===== config.mk =====
export PLATFORM = sky130hd
export DESIGN_NAME = sbc_axis
export DESIGN_NICKNAME = d
export VERILOG_FILES = /design/src/sbc_pkg.sv /design/src/sbc_axis.sv
export SDC_FILE = /design/constraint.sdc
export NUM_CORES = 1
export LEC_CHECK = 0
export BUFFER_PORTS_ARGS = -buffer_cell sky130_fd_sc_hd__buf_2
export CAP_MARGIN = 20
export CORE_ASPECT_RATIO = 1.5
export CORE_MARGIN = 8
export CORE_UTILIZATION = 30
export DETAILED_ROUTE_END_ITERATION = 10
export PLACE_DENSITY_LB_ADDON = 0.05
export REMOVE_ABC_BUFFERS = 1
export SYNTH_ARGS = -nofsm -noshare
export SYNTH_HDL_FRONTEND = slang
export SYNTH_SLANG_ARGS = --single-unit
export TNS_END_PERCENT = 5

===== constraint.sdc =====
create_clock -name vclk -period 10.45
set_clock_uncertainty 0.15 [all_clocks]
set_input_delay 0.5225 -clock vclk [all_inputs]
set_output_delay 0.5225 -clock vclk [all_outputs]
set_load 0.01 [all_outputs]

===== src/sbc_pkg.sv =====
// ----------------------------------------------------------------------------
// sbc_pkg
// shared constants for the sphere versus box classifier: default coordinate
// width, apb widths, register indexes and relation codes
// ----------------------------------------------------------------------------
`default_nettype none

package sbc_pkg;

	// default coordinate width, signed q16.8
	localparam int COORD_WIDTH_DEF = 24;

	// apb side
	localparam int APB_DATA_W = 32;
	localparam int APB_ADDR_W = 5;
	localparam int REG_IDX_W  = 3;

	typedef logic [REG_IDX_W-1:0] reg_idx_t;

	localparam reg_idx_t REG_MIN_X = 3'd0;
	localparam reg_idx_t REG_MIN_Y = 3'd1;
	localparam reg_idx_t REG_MIN_Z = 3'd2;
	localparam reg_idx_t REG_MAX_X = 3'd3;
	localparam reg_idx_t REG_MAX_Y = 3'd4;
	localparam reg_idx_t REG_MAX_Z = 3'd5;

	typedef logic [1:0] relation_t;

	localparam relation_t REL_OUTSIDE    = 2'd0;
	localparam relation_t REL_INTERSECTS = 2'd1;
	localparam relation_t REL_INSIDE     = 2'd2;

endpackage

`default_nettype wire


===== src/sbc_axis.sv =====
// ----------------------------------------------------------------------------
// sbc_axis
// one axis of the test: distance from the centre to the nearer face when the
// centre lies outside the slab, and whether the sphere extent crosses a face
// ----------------------------------------------------------------------------
`default_nettype none

module sbc_axis #(
	parameter int COORD_WIDTH = sbc_pkg::COORD_WIDTH_DEF
) (
	input  wire logic [COORD_WIDTH-1:0] center,
	input  wire logic [COORD_WIDTH-1:0] lo,
	input  wire logic [COORD_WIDTH-1:0] hi,
	input  wire logic [COORD_WIDTH-2:0] radius,
	output logic      [COORD_WIDTH-1:0] gap,
	output logic                        cut
);
	import sbc_pkg::*;

	localparam int XW = COORD_WIDTH + 2;

	logic signed [XW-1:0] c_x;
	logic signed [XW-1:0] lo_x;
	logic signed [XW-1:0] hi_x;
	logic signed [XW-1:0] r_x;
	logic signed [XW-1:0] below;
	logic signed [XW-1:0] above;

	assign c_x  = XW'($signed(center));
	assign lo_x = XW'($signed(lo));
	assign hi_x = XW'($signed(hi));
	assign r_x  = $signed(XW'(radius));

	assign below = lo_x - c_x;
	assign above = c_x - hi_x;

	// below-min wins over above-max for an inverted box
	always_comb begin
		if (c_x < lo_x) begin
			gap = below[COORD_WIDTH-1:0];
		end else if (c_x > hi_x) begin
			gap = above[COORD_WIDTH-1:0];
		end else begin
			gap = '0;
		end
	end

	assign cut = ((c_x - r_x) < lo_x) || ((c_x + r_x) > hi_x);

endmodule

`default_nettype wire


### Word level (Yosys, flattened, before mapping)

Cells that the tools add are included.

| storage, ports and cells | value |
|---|---|
| bits in registers | 0 |
| bits of input ports | 95 |
| logic and storage cells | 11 |

| operators by class | value |
|---|---|
| add/subtract/negate cells | 4 |
| $lt $le $gt $ge | 4 |
| muxes and demuxes | 2 |
| reductions and logical operators | 1 |

Operator list:

| operator | count |
|---|---|
| 24-bit 2-to-1 mux | 2 |
| 24-bit subtractor | 2 |
| 24-bit by 24-bit adder with 25-bit output | 1 |
| 25-bit by 24-bit > comparator with 1-bit output | 1 |
| 25-bit by 24-bit < comparator with 1-bit output | 1 |
| 24-bit by 24-bit subtractor with 25-bit output | 1 |
| 24-bit > comparator | 1 |
| 24-bit < comparator | 1 |
| 1-bit logical OR | 1 |

### Depth between registers and ports, before layout

Gate-level depths: netlist of run 1.

| depth | value |
|---|---|
| depth after elaboration | 3 |
| depth in mapped cells | 20 |

### Worst setup path after synthesis of run 1

No wires, ideal clock.

| timing path | value |
|---|---|
| path type | input-to-output |
| start | input center[0] |
| end | output cut |
| arrival | 3.732 ns |
| data required time | 9.778 ns |
| path slack | 6.045 ns |
| cell stages on the path | 19 |
| buffers on the path | 0 |
| cells stage by stage | ha_1 -> inv_1 -> fa_1 -> nor2_1 -> o311a_1 -> o221ai_1 -> nor4_1 -> nor2_1 -> o21bai_1 -> a21bo_1 -> xnor2_1 -> ha_1 -> a21o_1 -> a21oi_1 -> nor2_1 -> a2111oi_0 -> nor2_1 -> o21ai_0 -> o211ai_1 |

| on the way | value |
|---|---|
| cells in the longest elaborated chain, start to end | 3 |
| elaborated cells on any way between the ends | 5 |
| those cells by class | add/sub: 2; order compare: 2; reduce/logical: 1 |

RTL lines:

| what | line | RTL |
|---|---|---|
| from (decl) | sbc_axis.sv:11 | `input wire logic [COORD_WIDTH-1:0] center,` |
| 24-bit by 24-bit subtractor with 25-bit output or 24-bit by 24-bit adder with 25-bit output (tied branches) | sbc_axis.sv:48 | `assign cut = ((c_x - r_x) < lo_x) \|\| ((c_x + r_x) > hi_x);` |
| 25-bit by 24-bit < comparator with 1-bit output or 25-bit by 24-bit > comparator with 1-bit output (tied branches) | sbc_axis.sv:48 |  |
| 1-bit logical OR * | sbc_axis.sv:48 |  |
| to (decl) | sbc_axis.sv:16 | `output logic cut` |

Mark *: on every way between the ends. The rest lies on a longest branch, timed or not.

### Worst setup path in the final report of run 1

| timing path | value |
|---|---|
| start | input center[1] |
| end | output cut |

The elaborated chain is that of the path after synthesis.

==> run metrics, run 1 <==
measured slew at the worst slew-check pin=0.910 ns; drt first pass iters=5; Core ar.=20400 sq um; WL/cell=19.3 um; Hold-fix buffers, CTS=0; total gr overflow=0; Yosys top cell area share=0.287; CP Launch Type=input pin; largest area contributor in the synthesized netlist=ha_1; most frequent CP cell=nor2_1; initial antenna violation count=1; Layout area overhead=13.6%; Sw Share=0.585; number of global-route vias before repair=7124; die extent in x=134 um; worst path required time=9.78 ns; critical path data arrival time=4.58 ns; fraction of layout cells with a size suffix above 1=0.147; Post-Syn Area=6230 sq um; library cells used by synthesis=78; Reg power frac=0; Storage cell area=0 sq um; family with the most delay on the worst path=compound AO/OA/AOI/OAI gates; HP Class=input pin to output port; Crit. End Element=output port; Synth Area per Inst=7.04 sq um; unrepaired setup endpoints after global routing=false; port bufs=120; dpl cell area=7080 sq um; total power=530 uW; row cnt=64; TNS Setup=0 ns; period utilization=0.502; Residual DRC=0; Syn Inst Count=885; final setup fails=0; GP Congestion=0.905; cell types occupying the most area after synthesis=ha_1 (29%), xnor2_1 (8.0%), inv_1 (7.8%); fin crit period=5.25 ns; num ports=120; register area share after synthesis=0; Initial Util=0.305; Sw Pwr=310 uW; Clock Power Share=0; Nets=1231; All-Layer GR Usage=0.186; Worst Path Max Fanout=6; Max-slew headroom=0.389; Internal Power=220 uW; clk_buf instances=0; Post-CTS Setup Bufs=0; Vias=6664; Max VDD drop=0.0378 mV; Final Hold Fails=0; Final Cell Area=7080 sq um; number of max-cap violations=0; critical path depth=21; combinational share of power=1.000; CP max stage delay=0.47 ns; Fillers=2333; CP startpoint=center[1]; crit-path cells=buf_2 -> inv_1 -> fa_1 -> nor2_1 -> o311a_1 -> o221ai_1 -> nor4_1 -> o21ai_0 -> a21o_1 -> mux2i_1 -> o2111ai_1 -> ha_1 -> nand3_1 -> nor2_1 -> nand2_1 -> nor2_1 -> o211ai_1 -> o2111ai_1 -> o21ai_0 -> o211ai_1 -> buf_2; global-route wire length before repair=37.9 mm; largest net degree at the start of global routing=34; Hold Slack=1.35 ns; wirelength, routed=24.2 mm; sequential cell count=0; status=completed; Via density=5.32; CP endpoint=cut; fmax=0.190 GHz; pre-CTS WS=5.17 ns; Worst path slowest cell=fa_1; pins over their slew limit=0; Post-CTS Resized=0; setup slack after layout=5.20 ns; critical path type=input pin to output port; Ys Warns=0; P_leak=3.59 nW; post-DP HPWL=21.7 mm; worst path bufs/invs=3; power per cell area=74.8 nW/um^2; Routed Antenna Nets=0; die area=25700 sq um; DR iter-0 viols=325; Die Ht=193 um
## synth_stat cells (all sizes together) (18+ instances only)
cell and instances:
ha 143, inv 129, a21oi 80, nor2 63, xnor2 57, o21ai 52
nand2 35, a21o 30, nand3 19, nand4 19, xor2 19, nand2b 18
nor3 18
## worst min-delay path: cells and delay by family
family / cells / cell delay [ns]
adder cells (fa/ha/maj): 1 / 0.15
buffers and inverters: 2 / 0.24
AO/OA/AOI/OAI: 1 / 0.07
## logic make-up after synthesis
kind of cell,Yosys count,share of synthesized area
simple gates,225,0.186
mux,3,0.00502
buf+inv,148,0.0928
xor+xnor,76,0.107
fa+ha+maj,147,0.300
compound gates,286,0.309
## metal layers
| metal | vias up | GRT usage | share of wire |
|---|---|---|---|
| li1 | 3392 | - | - |
| met1 | 3080 | 0.183 | 0.37 |
| met2 | 159 | 0.386 | 0.55 |
| met3 | 33 | 0.0169 | 0.036 |
| met4 | 0 | 0.0689 | 0.044 |
| met5 | - | 0 | 0 |
## per-stage QoR
| step | utilization | instances |
|---|---|---|
| 2_1_floorplan | - | 866 |
| 3_3_place_gp | 0.347 | 1251 |
| 3_5_place_dp | 0.347 | 1251 |
| 4_1_cts | 0.347 | 1251 |
| 5_1_grt | 0.347 | 1251 |
| 6_report | 0.347 | 1252 |
## power groups by stage
| stage | clock network [mW] | registers, mW | logic (mW) |
|---|---|---|---|
| after detailed placement | 0 | 0 | 0.534 |
| after CTS | 0 | 0 | 0.537 |
| after global placement | 0 | 0 | 0.540 |
| final | 0.0000000128 | 0 | 0.530 |
| after floorplan | 0 | 0 | 0.365 |
| after global routing | 0 | 0 | 0.599 |
## how the worst min path moves through the flow
stage,from,end,cells past startpoint
2_1_floorplan,hi[0],gap[0],2
3_3_place_gp,hi[0],gap[0],4
3_5_place_dp,hi[0],gap[0],4
4_1_cts,hi[0],gap[0],4
5_1_grt,hi[0],gap[0],4
6_report,hi[0],gap[0],4
## cells in the final DEF, fill, tap and decap left out, types with 9 or more instances in the layout
master / n
ha_1: 143
inv_1: 129
buf_2: 120
a21oi_1: 77
nor2_1: 62
xnor2_1: 57
o21ai_0: 41
nand2_1: 34
a21o_1: 30
nand4_1: 19
xor2_1: 19
nor3_1: 18
nand3_1: 18
nand2b_1: 17
nor2b_1: 15
o22ai_1: 15
o211ai_1: 13
o21bai_1: 12
o21a_1: 10
a31oi_1: 10
a211oi_1: 9
o21ai_1: 9
## final cells by class
cell class	instances	area, sq um	area share
Tap cell	264	330	0.0467
Timing Repair Buffer	121	608	0.0859
Antenna cell	1	2.50	0.000353
Multi-Input combinational cell	737	5650	0.799
Inverter	129	484	0.0684
No activity file was read; power rests on OpenSTA's default activity.
==> run 2: changes to the inputs <==
==> constraint.sdc (replaced) <==
create_clock -name vclk -period 4.94
set_clock_uncertainty 0.15 [all_clocks]
set_input_delay 0.247 -clock vclk [all_inputs]
set_output_delay 0.247 -clock vclk [all_outputs]
set_load 0.01 [all_outputs]
==> run 2 against run 1 <==
Compared with the run above: final cell count grew 0.16%; sequential cell count is the same; largest cell class unchanged; power grew 110%.
==> run metrics, run 2 (synthesis gave the netlist of run 1 again) <==
status=completed; Routed Antenna Nets=0; Residual DRC=0; die extent in x=134 um; Crit. End Element=output port; measured slew at the worst slew-check pin=0.567 ns; pins over their slew limit=0; All-Layer GR Usage=0.182; Worst Path Max Fanout=6; initial antenna violation count=0; post-DP HPWL=21.4 mm; WL/cell=19.1 um; crit-path cells=buf_2 -> inv_1 -> fa_1 -> nor2_1 -> o311a_1 -> o221ai_1 -> nor4_2 -> o21ai_0 -> a21o_1 -> mux2i_1 -> o2111ai_1 -> ha_1 -> nand3_1 -> nor2_1 -> nand2_1 -> nor2_1 -> o211ai_1 -> o2111ai_1 -> o21ai_0 -> o211ai_1 -> buf_2; Clock Power Share=0; Hold Crit Depth=4; Via density=5.26; DR iter-0 viols=246; global-route wire length before repair=37.0 mm; Core ar.=20400 sq um; Die Ht=193 um; unrepaired setup endpoints after global routing=false; Hold-fix buffers, CTS=0; Storage cell area=0 sq um; Sw Pwr=656 uW; largest net degree at the start of global routing=34; row cnt=64; die area=25700 sq um; worst path required time=4.54 ns; met3 global-route usage=0.0138; commonest non-fill, non-tap cell in the layout=ha_1; combinational share of power=1.000; most frequent CP cell=nor2_1; wirelength, routed=23.9 mm; worst path bufs/invs=3; Final Hold Fails=0; number of global-route vias before repair=6945; Internal Power=469 uW; total power=1.12 mW; Worst path slowest cell=fa_1; critical path type=input pin to output port; GP Congestion=0.895; most frequent cells in the layout=ha_1 (143), inv_1 (129), buf_2 (120); CP Launch Type=input pin; Layout area overhead=14.0%; final setup fails=0; P_leak=3.61 nW; TNS Setup=0 ns; fmax=0.224 GHz; grt peak-use layer=met2; fin crit period=4.47 ns; ant diodes=0; Nets=1234; M2 GR Usage=0.393; Reg power frac=0; clk_buf instances=0; period utilization=0.905; Multi-input gate area=5660 sq um; critical path depth=21; final core utilization=0.348; Initial Util=0.305; total gr overflow=0; Fillers=2320; Max-slew headroom=0.619; critical path data arrival time=4.08 ns; sequential cell count=0; Vias=6599; num ports=120; Sw Share=0.583; drt first pass iters=4; fraction of layout cells with a size suffix above 1=0.151; number of max-cap violations=0; GRT met1 Usage=0.179; family with the most delay on the worst path=compound AO/OA/AOI/OAI gates; HP Class=input pin to output port; Max VDD drop=0.0771 mV; power per cell area=158 nW/um^2; CP max stage delay=0.48 ns; port bufs=120
run 2: stage by stage:
stage | instances | cell area [sq um] | setup WS, ns | hold slack [ns]
final | 1254 | 7110 | 0.468 | 0.803
after global placement | 1254 | 7100 | 0.408 | 0.808
after floorplan | 866 | 6140 | 1.08 | 0.551
after global routing | 1254 | 7110 | 0.0226 | 0.833
after CTS | 1254 | 7100 | 0.311 | 0.812
after detailed placement | 1254 | 7100 | 0.320 | 0.812
run 2: what timing repair did:
action,4_1_cts,5_1_grt
resized for setup,0,2
setup endpoints to repair,0,1
buffers inserted,0,0
run 2: power groups by stage:
stage / Combinational (mW) / Clock (mW) / Sequential, mW
after floorplan: 0.773 / 0 / 0
after global placement: 1.14 / 0 / 0
after detailed placement: 1.13 / 0 / 0
after CTS: 1.14 / 0 / 0
after global routing: 1.26 / 0 / 0
final: 1.12 / 0 / 0
run 2: metal layers:
layer | vias to the layer above | routed length (um)
li1 | 3401 | -
met1 | 3025 | 9070
met2 | 157 | 13500
met3 | 16 | 789
met4 | 0 | 550
met5 | - | 0
run 2: area by class of cell:
type	instances	share of cell area
Multi-Input combinational cell	737	0.797
Timing Repair Buffer	124	0.0887
Inverter	129	0.0681
Tap cell	264	0.0465
run 2: worst min-delay path, cell delays in order:
cell and delay (ns):
buf_2 0.10, ha_1 0.15, o22ai_1 0.07, buf_2 0.14
run 2: worst paths after layout:
kind,slack [ns],to,from
setup / recovery,0.47,cut,center[1]
hold / removal,0.80,gap[0],hi[0]
