**src/sbc_pkg.sv**
```systemverilog
// ----------------------------------------------------------------------------
// sbc_pkg
// shared constants for the sphere versus box classifier: default coordinate
// width, apb widths, register indexes and relation codes
// ----------------------------------------------------------------------------
`default_nettype none

package sbc_pkg;

	// default coordinate width, signed q16.8
	localparam int COORD_WIDTH_DEF = 24;

	// apb side
	localparam int APB_DATA_W = 32;
	localparam int APB_ADDR_W = 5;
	localparam int REG_IDX_W  = 3;

	typedef logic [REG_IDX_W-1:0] reg_idx_t;

	localparam reg_idx_t REG_MIN_X = 3'd0;
	localparam reg_idx_t REG_MIN_Y = 3'd1;
	localparam reg_idx_t REG_MIN_Z = 3'd2;
	localparam reg_idx_t REG_MAX_X = 3'd3;
	localparam reg_idx_t REG_MAX_Y = 3'd4;
	localparam reg_idx_t REG_MAX_Z = 3'd5;

	typedef logic [1:0] relation_t;

	localparam relation_t REL_OUTSIDE    = 2'd0;
	localparam relation_t REL_INTERSECTS = 2'd1;
	localparam relation_t REL_INSIDE     = 2'd2;

endpackage

`default_nettype wire

```
**src/sbc_cfg_regs.sv**
```systemverilog
// ----------------------------------------------------------------------------
// sbc_cfg_regs
// apb register file holding the box corners
// ----------------------------------------------------------------------------
`default_nettype none

module sbc_cfg_regs #(
	parameter int COORD_WIDTH = sbc_pkg::COORD_WIDTH_DEF
) (
	input  wire logic                              clk,
	input  wire logic                              arst_n,
	input  wire logic                              psel,
	input  wire logic                              penable,
	input  wire logic                              pwrite,
	input  wire logic [sbc_pkg::APB_ADDR_W-1:0]    paddr,
	input  wire logic [sbc_pkg::APB_DATA_W-1:0]    pwdata,
	output logic      [sbc_pkg::APB_DATA_W-1:0]    prdata,
	output logic      [2:0][COORD_WIDTH-1:0]       box_lo,
	output logic      [2:0][COORD_WIDTH-1:0]       box_hi
);
	import sbc_pkg::*;

	localparam logic [COORD_WIDTH-1:0] MAX_POS = {1'b0, {(COORD_WIDTH-1){1'b1}}};
	localparam logic [COORD_WIDTH-1:0] MIN_NEG = {1'b1, {(COORD_WIDTH-1){1'b0}}};

	reg_idx_t                       idx;
	logic                           wr_en;
	logic     [COORD_WIDTH-1:0]     wdata;
	logic     [2:0][COORD_WIDTH-1:0] lo_q;
	logic     [2:0][COORD_WIDTH-1:0] hi_q;

	assign idx   = paddr[APB_ADDR_W-1:2];
	assign wr_en = psel && penable && pwrite;
	assign wdata = pwdata[COORD_WIDTH-1:0];

	always_ff @(posedge clk or negedge arst_n) begin
		if (!arst_n) begin
			lo_q <= {3{MAX_POS}};
			hi_q <= {3{MIN_NEG}};
		end else if (wr_en) begin
			unique case (idx)
				REG_MIN_X: lo_q[0] <= wdata;
				REG_MIN_Y: lo_q[1] <= wdata;
				REG_MIN_Z: lo_q[2] <= wdata;
				REG_MAX_X: hi_q[0] <= wdata;
				REG_MAX_Y: hi_q[1] <= wdata;
				REG_MAX_Z: hi_q[2] <= wdata;
				default: ;
			endcase
		end
	end

	// reads return the sign-extended corner
	always_comb begin
		unique case (idx)
			REG_MIN_X: prdata = APB_DATA_W'($signed(lo_q[0]));
			REG_MIN_Y: prdata = APB_DATA_W'($signed(lo_q[1]));
			REG_MIN_Z: prdata = APB_DATA_W'($signed(lo_q[2]));
			REG_MAX_X: prdata = APB_DATA_W'($signed(hi_q[0]));
			REG_MAX_Y: prdata = APB_DATA_W'($signed(hi_q[1]));
			REG_MAX_Z: prdata = APB_DATA_W'($signed(hi_q[2]));
			default:   prdata = '0;
		endcase
	end

	assign box_lo = lo_q;
	assign box_hi = hi_q;

endmodule

`default_nettype wire

```
**config.mk**
```make
export PLATFORM = sky130hd
export DESIGN_NAME = sbc_cfg_regs
export DESIGN_NICKNAME = d
export VERILOG_FILES = /design/src/sbc_pkg.sv /design/src/sbc_cfg_regs.sv
export SDC_FILE = /design/constraint.sdc
export NUM_CORES = 1
export LEC_CHECK = 0
export BUFFER_PORTS_ARGS = -buffer_cell sky130_fd_sc_hd__buf_2
export CAP_MARGIN = 20
export CORE_MARGIN = 1.5
export CORE_UTILIZATION = 50
export CTS_BUF_LIST = sky130_fd_sc_hd__clkbuf_8
export DETAILED_ROUTE_END_ITERATION = 8
export PLACE_DENSITY_LB_ADDON = 0.2
export SYNTH_ARGS = -nofsm -noshare
export SYNTH_HDL_FRONTEND = slang
export SYNTH_SLANG_ARGS = --single-unit
```
**constraint.sdc**
```tcl
create_clock -name clk -period 2.1 [get_ports clk]
set_input_delay 0.21 -clock clk [delete_from_list [all_inputs] [get_ports clk]]
set_output_delay 0.21 -clock clk [all_outputs]
set_load 0.02 [all_outputs]
```
# Yosys cells after proc, flatten, opt, wreduce, memory -nomap -nowiden
# Index checks and enable logic that the tools add are counted.
# word_totals
ff_bits	144
out_inout_bits	176
word_cells	21
# op_classes
n_eq_ne	5
n_mux	1
reduce_logical	9
# ops
cell	n
32-bit case mux with 6 select lines	1
2-bit AND reduction	6
3-bit by 2-bit == test with 1-bit output, second input constant	2
3-bit == test, second input constant	2
3-bit by 1-bit == test with 1-bit output, second input constant	1
3-bit zero test	1
1-bit logical AND	2

# Longest topological paths before layout
# Gate-level depths: netlist of run 1.
# logic_depth
depth_word	3
mapped_depth	7
mapped_depth_nobuf	3

# Worst setup path before layout of run 1
# OpenSTA, ideal clock, no wires.
# synth_path
path_kind	input to output
from	in paddr[4] in the netlist's numbering
to	out prdata[24] in the netlist's numbering
arrival_ps	1913
slack_ps	-23
path_stages	7
path_cell_list	buf_2 -> nor2b_1 -> buf_2 -> buf_2 -> nand2_1 -> a31oi_1 -> buf_4
# synth_between
elab_chain_len	2
# synth_lines
element	line	source
from (decl)	sbc_cfg_regs.sv:15	input wire logic [sbc_pkg::APB_ADDR_W-1:0] paddr,
3-bit == test, or another cell as far along	sbc_cfg_regs.sv:55	unique case (idx)
32-bit case mux with 6 select lines *	sbc_cfg_regs.sv:55	
to (decl)	sbc_cfg_regs.sv:17	output logic [sbc_pkg::APB_DATA_W-1:0] prdata,
# Every way passes the cells marked *; elsewhere a longest branch is shown, timed or not.

# Final worst setup path of run 1
# layout_path
from	reg lo_q (netlist bit box_lo[23])
to	out prdata[25] in the netlist's numbering
# layout_between
elab_chain_len	1
# layout_lines
element	line	source
from (decl)	sbc_cfg_regs.sv:29	logic [2:0][COORD_WIDTH-1:0] lo_q;
from (signal assigned)	sbc_cfg_regs.sv:38	lo_q <= {3{MAX_POS}};
32-bit case mux with 6 select lines	sbc_cfg_regs.sv:55	
# No other way between the ends.

==> impl_metrics.prom, run 1 <==
# TYPE chip_impl_metric gauge
chip_impl_metric{name="netSwitchingPower",unit="mW"} 2.91
chip_impl_info{name="yosys_most_used_dff",value="sky130_fd_sc_hd__dfstp_2"} 1
chip_impl_metric{name="ios",unit=""} 218
chip_impl_metric{name="cpPeakStageDelay",unit="ns"} 0.40
chip_impl_metric{name="critPathRequiredTime",unit="ns"} 1.89
chip_impl_info{name="start_kind",value="flip-flop"} 1
chip_impl_metric{name="power_switching_share",unit=""} 0.333
chip_impl_metric{name="grt_overflow_total",unit=""} 0
chip_impl_metric{name="clock_pin_slew_reported_for_the_worst_setup_and_hold_paths_after_clock_tree_synthesis",unit="ns"} 0.08
chip_impl_metric{name="ratio_of_cells_with_drive_above_1_in_the_final_layout",unit=""} 0.735
chip_impl_metric{name="routed_wl",unit="microns"} 17400
chip_impl_info{name="clock_tree_from_tritoncts",value="done"} 1
chip_impl_metric{name="cts_htree_levels",unit=""} 4
chip_impl_metric{name="fillers",unit=""} 1034
chip_impl_metric{name="synth_enable_flop_cells",unit=""} 0
chip_impl_metric{name="synth.ff_latch_count",unit=""} 144
chip_impl_metric{name="final_design_instance_area_without_fill",unit="sq um"} 8480
chip_impl_metric{name="timing.final.ws_setup",unit="ns"} 0.117
chip_impl_metric{name="yosysWarningCount",unit=""} 0
chip_impl_metric{name="worst_ir_drop_vdd",unit="mV"} 0.594
chip_impl_metric{name="cell_internal_pwr",unit="mW"} 5.84
chip_impl_metric{name="detailed_place.area",unit="sq um"} 8050
chip_impl_metric{name="maxCapViolCount",unit=""} 0
chip_impl_metric{name="postRouteAntennaNets",unit=""} 0
chip_impl_metric{name="num_cts_buffers",unit=""} 17
chip_impl_metric{name="area_growth_syn_to_layout",unit="%"} 23.8
chip_impl_info{name="critPathSlowestCell",value="sky130_fd_sc_hd__dfrtp_1"} 1
chip_impl_metric{name="drc_marker_count_from_the_first_detailed_route_iteration",unit=""} 157
chip_impl_metric{name="syn-instance-count",unit=""} 470
chip_impl_metric{name="post_synth_num_cell_types",unit=""} 26
chip_impl_metric{name="first_pass_iters",unit=""} 4
chip_impl_metric{name="initial_core_util",unit=""} 0.515
chip_impl_metric{name="asyncSetResetFlopFracSynth",unit=""} 1.00
chip_impl_metric{name="timing.critical_path.fanout_max",unit=""} 9
chip_impl_metric{name="layout.nets",unit=""} 724
chip_impl_metric{name="vias",unit=""} 4720
chip_impl_metric{name="routed_len_inst",unit="microns"} 20.0
chip_impl_metric{name="number_of_antenna_violations_at_the_first_check_in_global_routing",unit=""} 1
chip_impl_metric{name="mappedNetlistNets",unit=""} 512
chip_impl_info{name="run_status",value="finished, final reports clean"} 1
chip_impl_metric{name="tightest_slew",unit="ns"} 0.510
chip_impl_metric{name="place_congestion",unit=""} 0.844
chip_impl_metric{name="die_area",unit="sq um"} 14400
chip_impl_info{name="yosys.cell_count.top_type",value="sky130_fd_sc_hd__mux2_2"} 1
chip_impl_metric{name="max_slew_headroom",unit=""} 0.660
chip_impl_metric{name="buffer_ports.inserted",unit=""} 207
chip_impl_metric{name="maxSlewViolCount",unit=""} 0
chip_impl_metric{name="cts_post_setup_buffers_inserted",unit=""} 0
chip_impl_metric{name="grt_pass1_vias",unit=""} 4804
chip_impl_metric{name="gr-usage-all-layers",unit=""} 0.245
chip_impl_metric{name="finalWorstPathRequiredPeriod",unit="ns"} 1.98
chip_impl_metric{name="cts_buffer_depth",unit=""} 2
chip_impl_info{name="most_area_hungry_cell_type_in_the_yosys_netlist",value="sky130_fd_sc_hd__mux2_2"} 1
chip_impl_metric{name="totalNegativeSetupSlack",unit="ns"} 0
chip_impl_metric{name="clock-sinks",unit=""} 144
chip_impl_metric{name="place_worst_setup_slack",unit="ns"} 0.346
chip_impl_metric{name="synth-seq-area-share",unit=""} 0.539
chip_impl_metric{name="synth_largest_type_area_fraction",unit=""} 0.281
chip_impl_metric{name="insertion_delay",unit="ns"} 0.44
chip_impl_metric{name="placeableCoreArea",unit="sq um"} 13300
chip_impl_metric{name="finalCritPeriodShare",unit=""} 0.944
chip_impl_metric{name="cell_area_power_density",unit="nW/um^2"} 1030
chip_impl_metric{name="syn-mean-instance-area",unit="sq um"} 14.6
chip_impl_metric{name="grt_start_max_net_pins",unit=""} 76
chip_impl_metric{name="cellLeakagePower",unit="nW"} 4.12
chip_impl_info{name="synth_commonest_cells",value="171 x sky130_fd_sc_hd__mux2_2, 72 x sky130_fd_sc_hd__dfrtp_1, 72 x sky130_fd_sc_hd__dfstp_2, 32 x sky130_fd_sc_hd__mux2i_1, 27 x sky130_fd_sc_hd__nand2_1"} 1
chip_impl_metric{name="combPwrFrac",unit=""} 0.300
chip_impl_metric{name="final.setup_skew",unit="ns"} 0
chip_impl_metric{name="clkPwrFrac",unit=""} 0.250
chip_impl_metric{name="synthesized_cell_area",unit="sq um"} 6850
chip_impl_info{name="critical_path.top_delay_family",value="compound AO/OA/AOI/OAI gates"} 1
chip_impl_metric{name="seq_power_share",unit=""} 0.451
chip_impl_info{name="criticalPathCategory",value="flip-flop to primary output"} 1
chip_impl_metric{name="timing.final.setup_violations",unit=""} 0
chip_impl_metric{name="die-height",unit="microns"} 120
chip_impl_metric{name="fmaxAchievable",unit="MHz"} 504
chip_impl_info{name="worstPathCellList",value="mux2_2 > a221oi_1 > a31oi_4 > buf_2"} 1
chip_impl_metric{name="hold_viol",unit=""} 0
chip_impl_metric{name="die-width",unit="microns"} 120
chip_impl_metric{name="rows",unit=""} 42
chip_impl_info{name="worst_hold_path_type",value="input port to flip-flop"} 1
chip_impl_metric{name="remaining_drc_errors",unit=""} 0
chip_impl_info{name="timing.critical_path.to_type",value="primary output"} 1
chip_impl_metric{name="grt_pass1_wl",unit="microns"} 26700
chip_impl_metric{name="cp.buffers_inverters",unit=""} 1
chip_impl_info{name="cts_root_buf",value="sky130_fd_sc_hd__clkbuf_8"} 1
chip_impl_metric{name="critical_path_arrival",unit="ns"} 1.77
chip_impl_metric{name="detailedPlacementHpwl",unit="microns"} 11900
chip_impl_info{name="synth.top_cells.by_area",value="sky130_fd_sc_hd__mux2_2 28%, sky130_fd_sc_hd__dfstp_2 28%, sky130_fd_sc_hd__dfrtp_1 26%, sky130_fd_sc_hd__mux2i_1 4.7%, sky130_fd_sc_hd__buf_6 2.1%"} 1
chip_impl_metric{name="route.detailed.vias_per_inst",unit=""} 5.41
==> power groups by stage <==
| stage | logic (mW) | clock network, mW | registers, mW |
|---|---|---|---|
| finish | 2.62 | 2.18 | 3.94 |
| global placement | 2.60 | 0 | 3.94 |
| CTS | 2.65 | 2.24 | 3.94 |
| detailed placement | 2.64 | 0 | 3.98 |
| global route | 2.79 | 2.35 | 4.03 |
| floorplan | 1.02 | 0 | 4.61 |
==> through the flow <==
step	utilization	hold slack, ns	total power [mW]	cells
final	0.638	0.0636	8.75	872
after floorplan	-	-0.0856	5.63	470
after CTS	0.637	0.0328	8.83	871
after global placement	0.606	0.158	6.54	838
after global routing	0.638	0.0511	9.17	871
after detailed placement	0.606	0.161	6.62	838
==> placed cells by master, fill, tap and decap left out, types with 3 or more instances in the layout <==
master	count
sky130_fd_sc_hd__a21oi_1	3
sky130_fd_sc_hd__a221oi_1	8
sky130_fd_sc_hd__clkbuf_8	23
sky130_fd_sc_hd__o221ai_1	16
sky130_fd_sc_hd__a31oi_1	6
sky130_fd_sc_hd__mux2_1	3
sky130_fd_sc_hd__buf_2	205
sky130_fd_sc_hd__dfstp_2	72
sky130_fd_sc_hd__buf_4	21
sky130_fd_sc_hd__nand2_1	27
sky130_fd_sc_hd__inv_1	4
sky130_fd_sc_hd__and3b_1	3
sky130_fd_sc_hd__mux2_2	171
sky130_fd_sc_hd__buf_12	4
sky130_fd_sc_hd__nor2_4	3
sky130_fd_sc_hd__mux2i_1	32
sky130_fd_sc_hd__clkinv_2	3
sky130_fd_sc_hd__nand3_1	3
sky130_fd_sc_hd__dfrtp_1	72
==> repair_timing <==
item / in CTS / in global routing
hold buffers: 1 / 0
hold endpoints to repair: 41 / 0
resized for setup: 0 / 1
endpoints found under the setup margin: 0 / 9
==> final cells by class <==
cell class	instances	area (sq um)	share of cell area
Antenna cell	1	2.50	0.000295
Clock buffer	23	317	0.0373
Clock inverter	9	90.1	0.0106
Sequential cell	144	3690	0.436
Inverter	1	3.75	0.000443
Multi-Input combinational cell	286	2870	0.338
Tap cell	176	220	0.0260
Timing Repair Buffer	232	1280	0.152
==> logic make-up after synthesis <==
kind of cell           synth area share
AOI/OAI and AO/OA                0.0404
buffers and inverters            0.0440
DFF                               0.539
muxes                             0.333
and+or+nand+nor                  0.0433
==> registers in the layout, summed over array words and instances, names as in the netlist <==
| register | cells |
|---|---|
| box_hi | 72 |
| box_lo | 72 |
==> path summary, 6_finish.rpt <==
| check | startpoint | slack, ns | cells after the start | end |
|---|---|---|---|---|
| setup reg to reg | box_hi[42] | 1.27 | 1 | box_hi[42] |
| max in group asynchronous | arst_n | 1.05 | 3 | box_lo[55] |
| setup / recovery | box_lo[23] | 0.12 | 4 | prdata[25] |
| min in group asynchronous | arst_n | 0.26 | 2 | box_hi[31] |
| hold / removal | pwdata[4] | 0.06 | 2 | box_hi[52] |
| hold reg to reg | box_hi[4] | 0.53 | 1 | box_hi[4] |
==> layer usage <==
layer,global-route usage,vias to the layer above,share of wire
li1,-,2142,-
met1,0.312,2406,0.43
met2,0.415,154,0.50
met3,0.0580,18,0.058
met4,0.0766,0,0.012
met5,0,-,0
(Power assumes the default switching activity.)
==> inputs of run 2 (changes only) <==
- CORE_UTILIZATION: 50 -> 40
- clock period: 2.1 -> 1.9 ns (I/O delays scaled with it)
==> impl_metrics.prom, run 2 (same netlist as run 1, synthesis figures left out) <==
# TYPE chip_impl_metric gauge
chip_impl_metric{name="die-width",unit="microns"} 134
chip_impl_metric{name="final.setup_skew",unit="ns"} 0
chip_impl_metric{name="fillers",unit=""} 1445
chip_impl_metric{name="cell_internal_pwr",unit="mW"} 6.50
chip_impl_metric{name="detailedPlacementHpwl",unit="microns"} 13100
chip_impl_metric{name="die-height",unit="microns"} 134
chip_impl_metric{name="clock_pin_slew_reported_for_the_worst_setup_and_hold_paths_after_clock_tree_synthesis",unit="ns"} 0.08
chip_impl_metric{name="routed_len_inst",unit="microns"} 20.3
chip_impl_metric{name="cell_area_power_density",unit="nW/um^2"} 1130
chip_impl_metric{name="gr-usage-all-layers",unit=""} 0.215
chip_impl_metric{name="critPathRequiredTime",unit="ns"} 1.71
chip_impl_info{name="reg2reg_from",value="box_hi[42]"} 1
chip_impl_metric{name="cts_htree_levels",unit=""} 4
chip_impl_metric{name="remaining_drc_errors",unit=""} 0
chip_impl_info{name="most_common_cell_after_layout_fill_and_taps_aside",value="sky130_fd_sc_hd__buf_2"} 1
chip_impl_metric{name="finalCoreUtilization",unit=""} 0.524
chip_impl_info{name="criticalPathCategory",value="flip-flop to primary output"} 1
chip_impl_metric{name="final_cell_count_no_fill",unit=""} 923
chip_impl_metric{name="hold_viol",unit=""} 0
chip_impl_info{name="cts_root_buf",value="sky130_fd_sc_hd__clkbuf_8"} 1
chip_impl_metric{name="place_congestion",unit=""} 0.775
chip_impl_metric{name="cellLeakagePower",unit="nW"} 4.19
chip_impl_metric{name="setup.reg_to_reg.worst_slack",unit="ns"} 1.10
chip_impl_metric{name="critical_path_arrival",unit="ns"} 1.73
chip_impl_info{name="r2r-end",value="box_hi[42]"} 1
chip_impl_info{name="worst_hold_path_type",value="input port to flip-flop"} 1
chip_impl_info{name="hold_crit_start",value="pwdata[7]"} 1
chip_impl_metric{name="ios",unit=""} 218
chip_impl_metric{name="layout.nets",unit=""} 732
chip_impl_metric{name="tightest_slew",unit="ns"} 0.457
chip_impl_metric{name="initial_core_util",unit=""} 0.411
chip_impl_metric{name="max_slew_headroom",unit=""} 0.696
chip_impl_metric{name="maxCapViolCount",unit=""} 0
chip_impl_metric{name="ratio_of_cells_with_drive_above_1_in_the_final_layout",unit=""} 0.747
chip_impl_metric{name="num_cts_buffers",unit=""} 17
chip_impl_metric{name="power_switching_share",unit=""} 0.338
chip_impl_info{name="clock_tree_from_tritoncts",value="done"} 1
chip_impl_metric{name="maxSlewViolCount",unit=""} 0
chip_impl_metric{name="grt_pass1_wl",unit="microns"} 28900
chip_impl_metric{name="combPwrFrac",unit=""} 0.302
chip_impl_metric{name="rows",unit=""} 47
chip_impl_metric{name="dpl.cell_count",unit=""} 889
chip_impl_info{name="worstHoldEndpoint",value="box_hi[55]"} 1
chip_impl_metric{name="die_area",unit="sq um"} 17900
chip_impl_metric{name="timing.critical_path.fanout_max",unit=""} 9
chip_impl_metric{name="buffer_ports.inserted",unit=""} 207
chip_impl_metric{name="routed_wl",unit="microns"} 18800
chip_impl_metric{name="placeableCoreArea",unit="sq um"} 16600
chip_impl_metric{name="finalCritPeriodShare",unit=""} 1.01
chip_impl_info{name="start_kind",value="flip-flop"} 1
chip_impl_metric{name="timing.final.setup_violations",unit=""} 9
chip_impl_metric{name="first_pass_iters",unit=""} 4
chip_impl_metric{name="hold_depth",unit=""} 2
chip_impl_metric{name="finalWorstPathRequiredPeriod",unit="ns"} 1.92
chip_impl_metric{name="grt_overflow_total",unit=""} 0
chip_impl_metric{name="antenna_cells_inserted",unit=""} 0
chip_impl_metric{name="final_design_instance_area_without_fill",unit="sq um"} 8730
chip_impl_metric{name="drc_marker_count_from_the_first_detailed_route_iteration",unit=""} 168
chip_impl_metric{name="power.total",unit="mW"} 9.83
chip_impl_metric{name="timing.final.ws_setup",unit="ns"} -0.0177
chip_impl_metric{name="rr_worst_depth",unit=""} 1
chip_impl_metric{name="clkPwrFrac",unit=""} 0.256
chip_impl_info{name="timing.critical_path.to_type",value="primary output"} 1
chip_impl_metric{name="cts_buffer_depth",unit=""} 2
chip_impl_metric{name="area_growth_syn_to_layout",unit="%"} 27.5
chip_impl_metric{name="grt_pass1_vias",unit=""} 5049
chip_impl_metric{name="clock-sinks",unit=""} 144
chip_impl_metric{name="postRouteAntennaNets",unit=""} 0
chip_impl_metric{name="number_of_antenna_violations_at_the_first_check_in_global_routing",unit=""} 1
chip_impl_info{name="run_status",value="finished, violations left"} 1
chip_impl_info{name="failed_checks",value="negative setup slack"} 1
chip_impl_metric{name="fmaxAchievable",unit="MHz"} 521
chip_impl_metric{name="netSwitchingPower",unit="mW"} 3.33
chip_impl_metric{name="vias",unit=""} 4838
chip_impl_info{name="unrepaired_setup_endpoints_after_global_routing",value="true"} 1
chip_impl_info{name="final_cell_mix",value="205 x sky130_fd_sc_hd__buf_2, 171 x sky130_fd_sc_hd__mux2_2, 72 x sky130_fd_sc_hd__dfrtp_1, 72 x sky130_fd_sc_hd__dfstp_2, 32 x sky130_fd_sc_hd__mux2i_1"} 1
chip_impl_metric{name="seq_power_share",unit=""} 0.442
chip_impl_metric{name="worst_ir_drop_vdd",unit="mV"} 0.507
chip_impl_metric{name="grt_start_max_net_pins",unit=""} 48
chip_impl_metric{name="route.detailed.vias_per_inst",unit=""} 5.24
chip_impl_metric{name="insertion_delay",unit="ns"} 0.45
chip_impl_metric{name="detailed_place.area",unit="sq um"} 8260
-- run 2: critical path: stages (launching register included) --
cell,delay (ns)
sky130_fd_sc_hd__dfrtp_1,0.41
sky130_fd_sc_hd__mux2_2,0.28
sky130_fd_sc_hd__a221oi_2,0.29
sky130_fd_sc_hd__a31oi_4,0.10
sky130_fd_sc_hd__buf_2,0.19
-- run 2: power by group through the flow --
stage | clock network, mW | logic, mW | registers, mW
3_3_place_gp | 0 | 2.93 | 4.35
4_1_cts | 2.60 | 3.00 | 4.34
3_5_place_dp | 0 | 2.98 | 4.40
2_1_floorplan | 0 | 1.13 | 5.09
5_1_grt | 2.74 | 3.15 | 4.44
6_report | 2.52 | 2.97 | 4.35
-- run 2: metal layers --
layer	global-route usage	share of wire	up-vias	routed length, microns
li1	-	-	2161	-
met3	0.0529	0.051	41	956
met2	0.354	0.49	173	9260
met4	0.0960	0.029	2	537
met1	0.268	0.43	2461	8000
met5	0	0.00069	-	13
-- run 2: stage by stage --
stage	setup TNS, ns	setup slack (ns)	hold slack [ns]
after floorplan	0	0.0437	-0.106
after global placement	0	0.107	0.150
after detailed placement	0	0.0933	0.158
after CTS	-0.501	-0.0589	0.00423
after global routing	-1.01	-0.118	0.0158
final	-0.148	-0.0177	0.0403
-- run 2: how the worst max path moves through the flow --
stage / endpoint / slack, ns / cells past startpoint / start
global route: prdata[26] / -0.12 / 4 / box_hi[23]
finish: prdata[27] / -0.02 / 4 / box_lo[23]
CTS: prdata[27] / -0.06 / 4 / box_hi[23]
floorplan: prdata[24] / 0.04 / 7 / paddr[4]
global placement: box_lo[68] / 0.11 / 5 / paddr[3]
detailed placement: prdata[17] / 0.09 / 6 / paddr[3]
-- run 2: final cells by class --
type,count,area [sq um],area share
sequential,144,3690,0.423
multi-input combinational,286,2890,0.331
timing repair buffer,240,1450,0.166
clock buffer,20,275,0.0315
tap,220,275,0.0315
clock inverter,12,141,0.0162
inverter,1,3.75,0.000430
-- run 2: repair_timing --
action | 4_1_cts | 5_1_grt
buffers inserted | 0 | 0
hold buffers | 2 | 0
resized for setup | 2 | 2
endpoints found under the setup margin | 9 | 11
hold endpoints to repair | 47 | 0
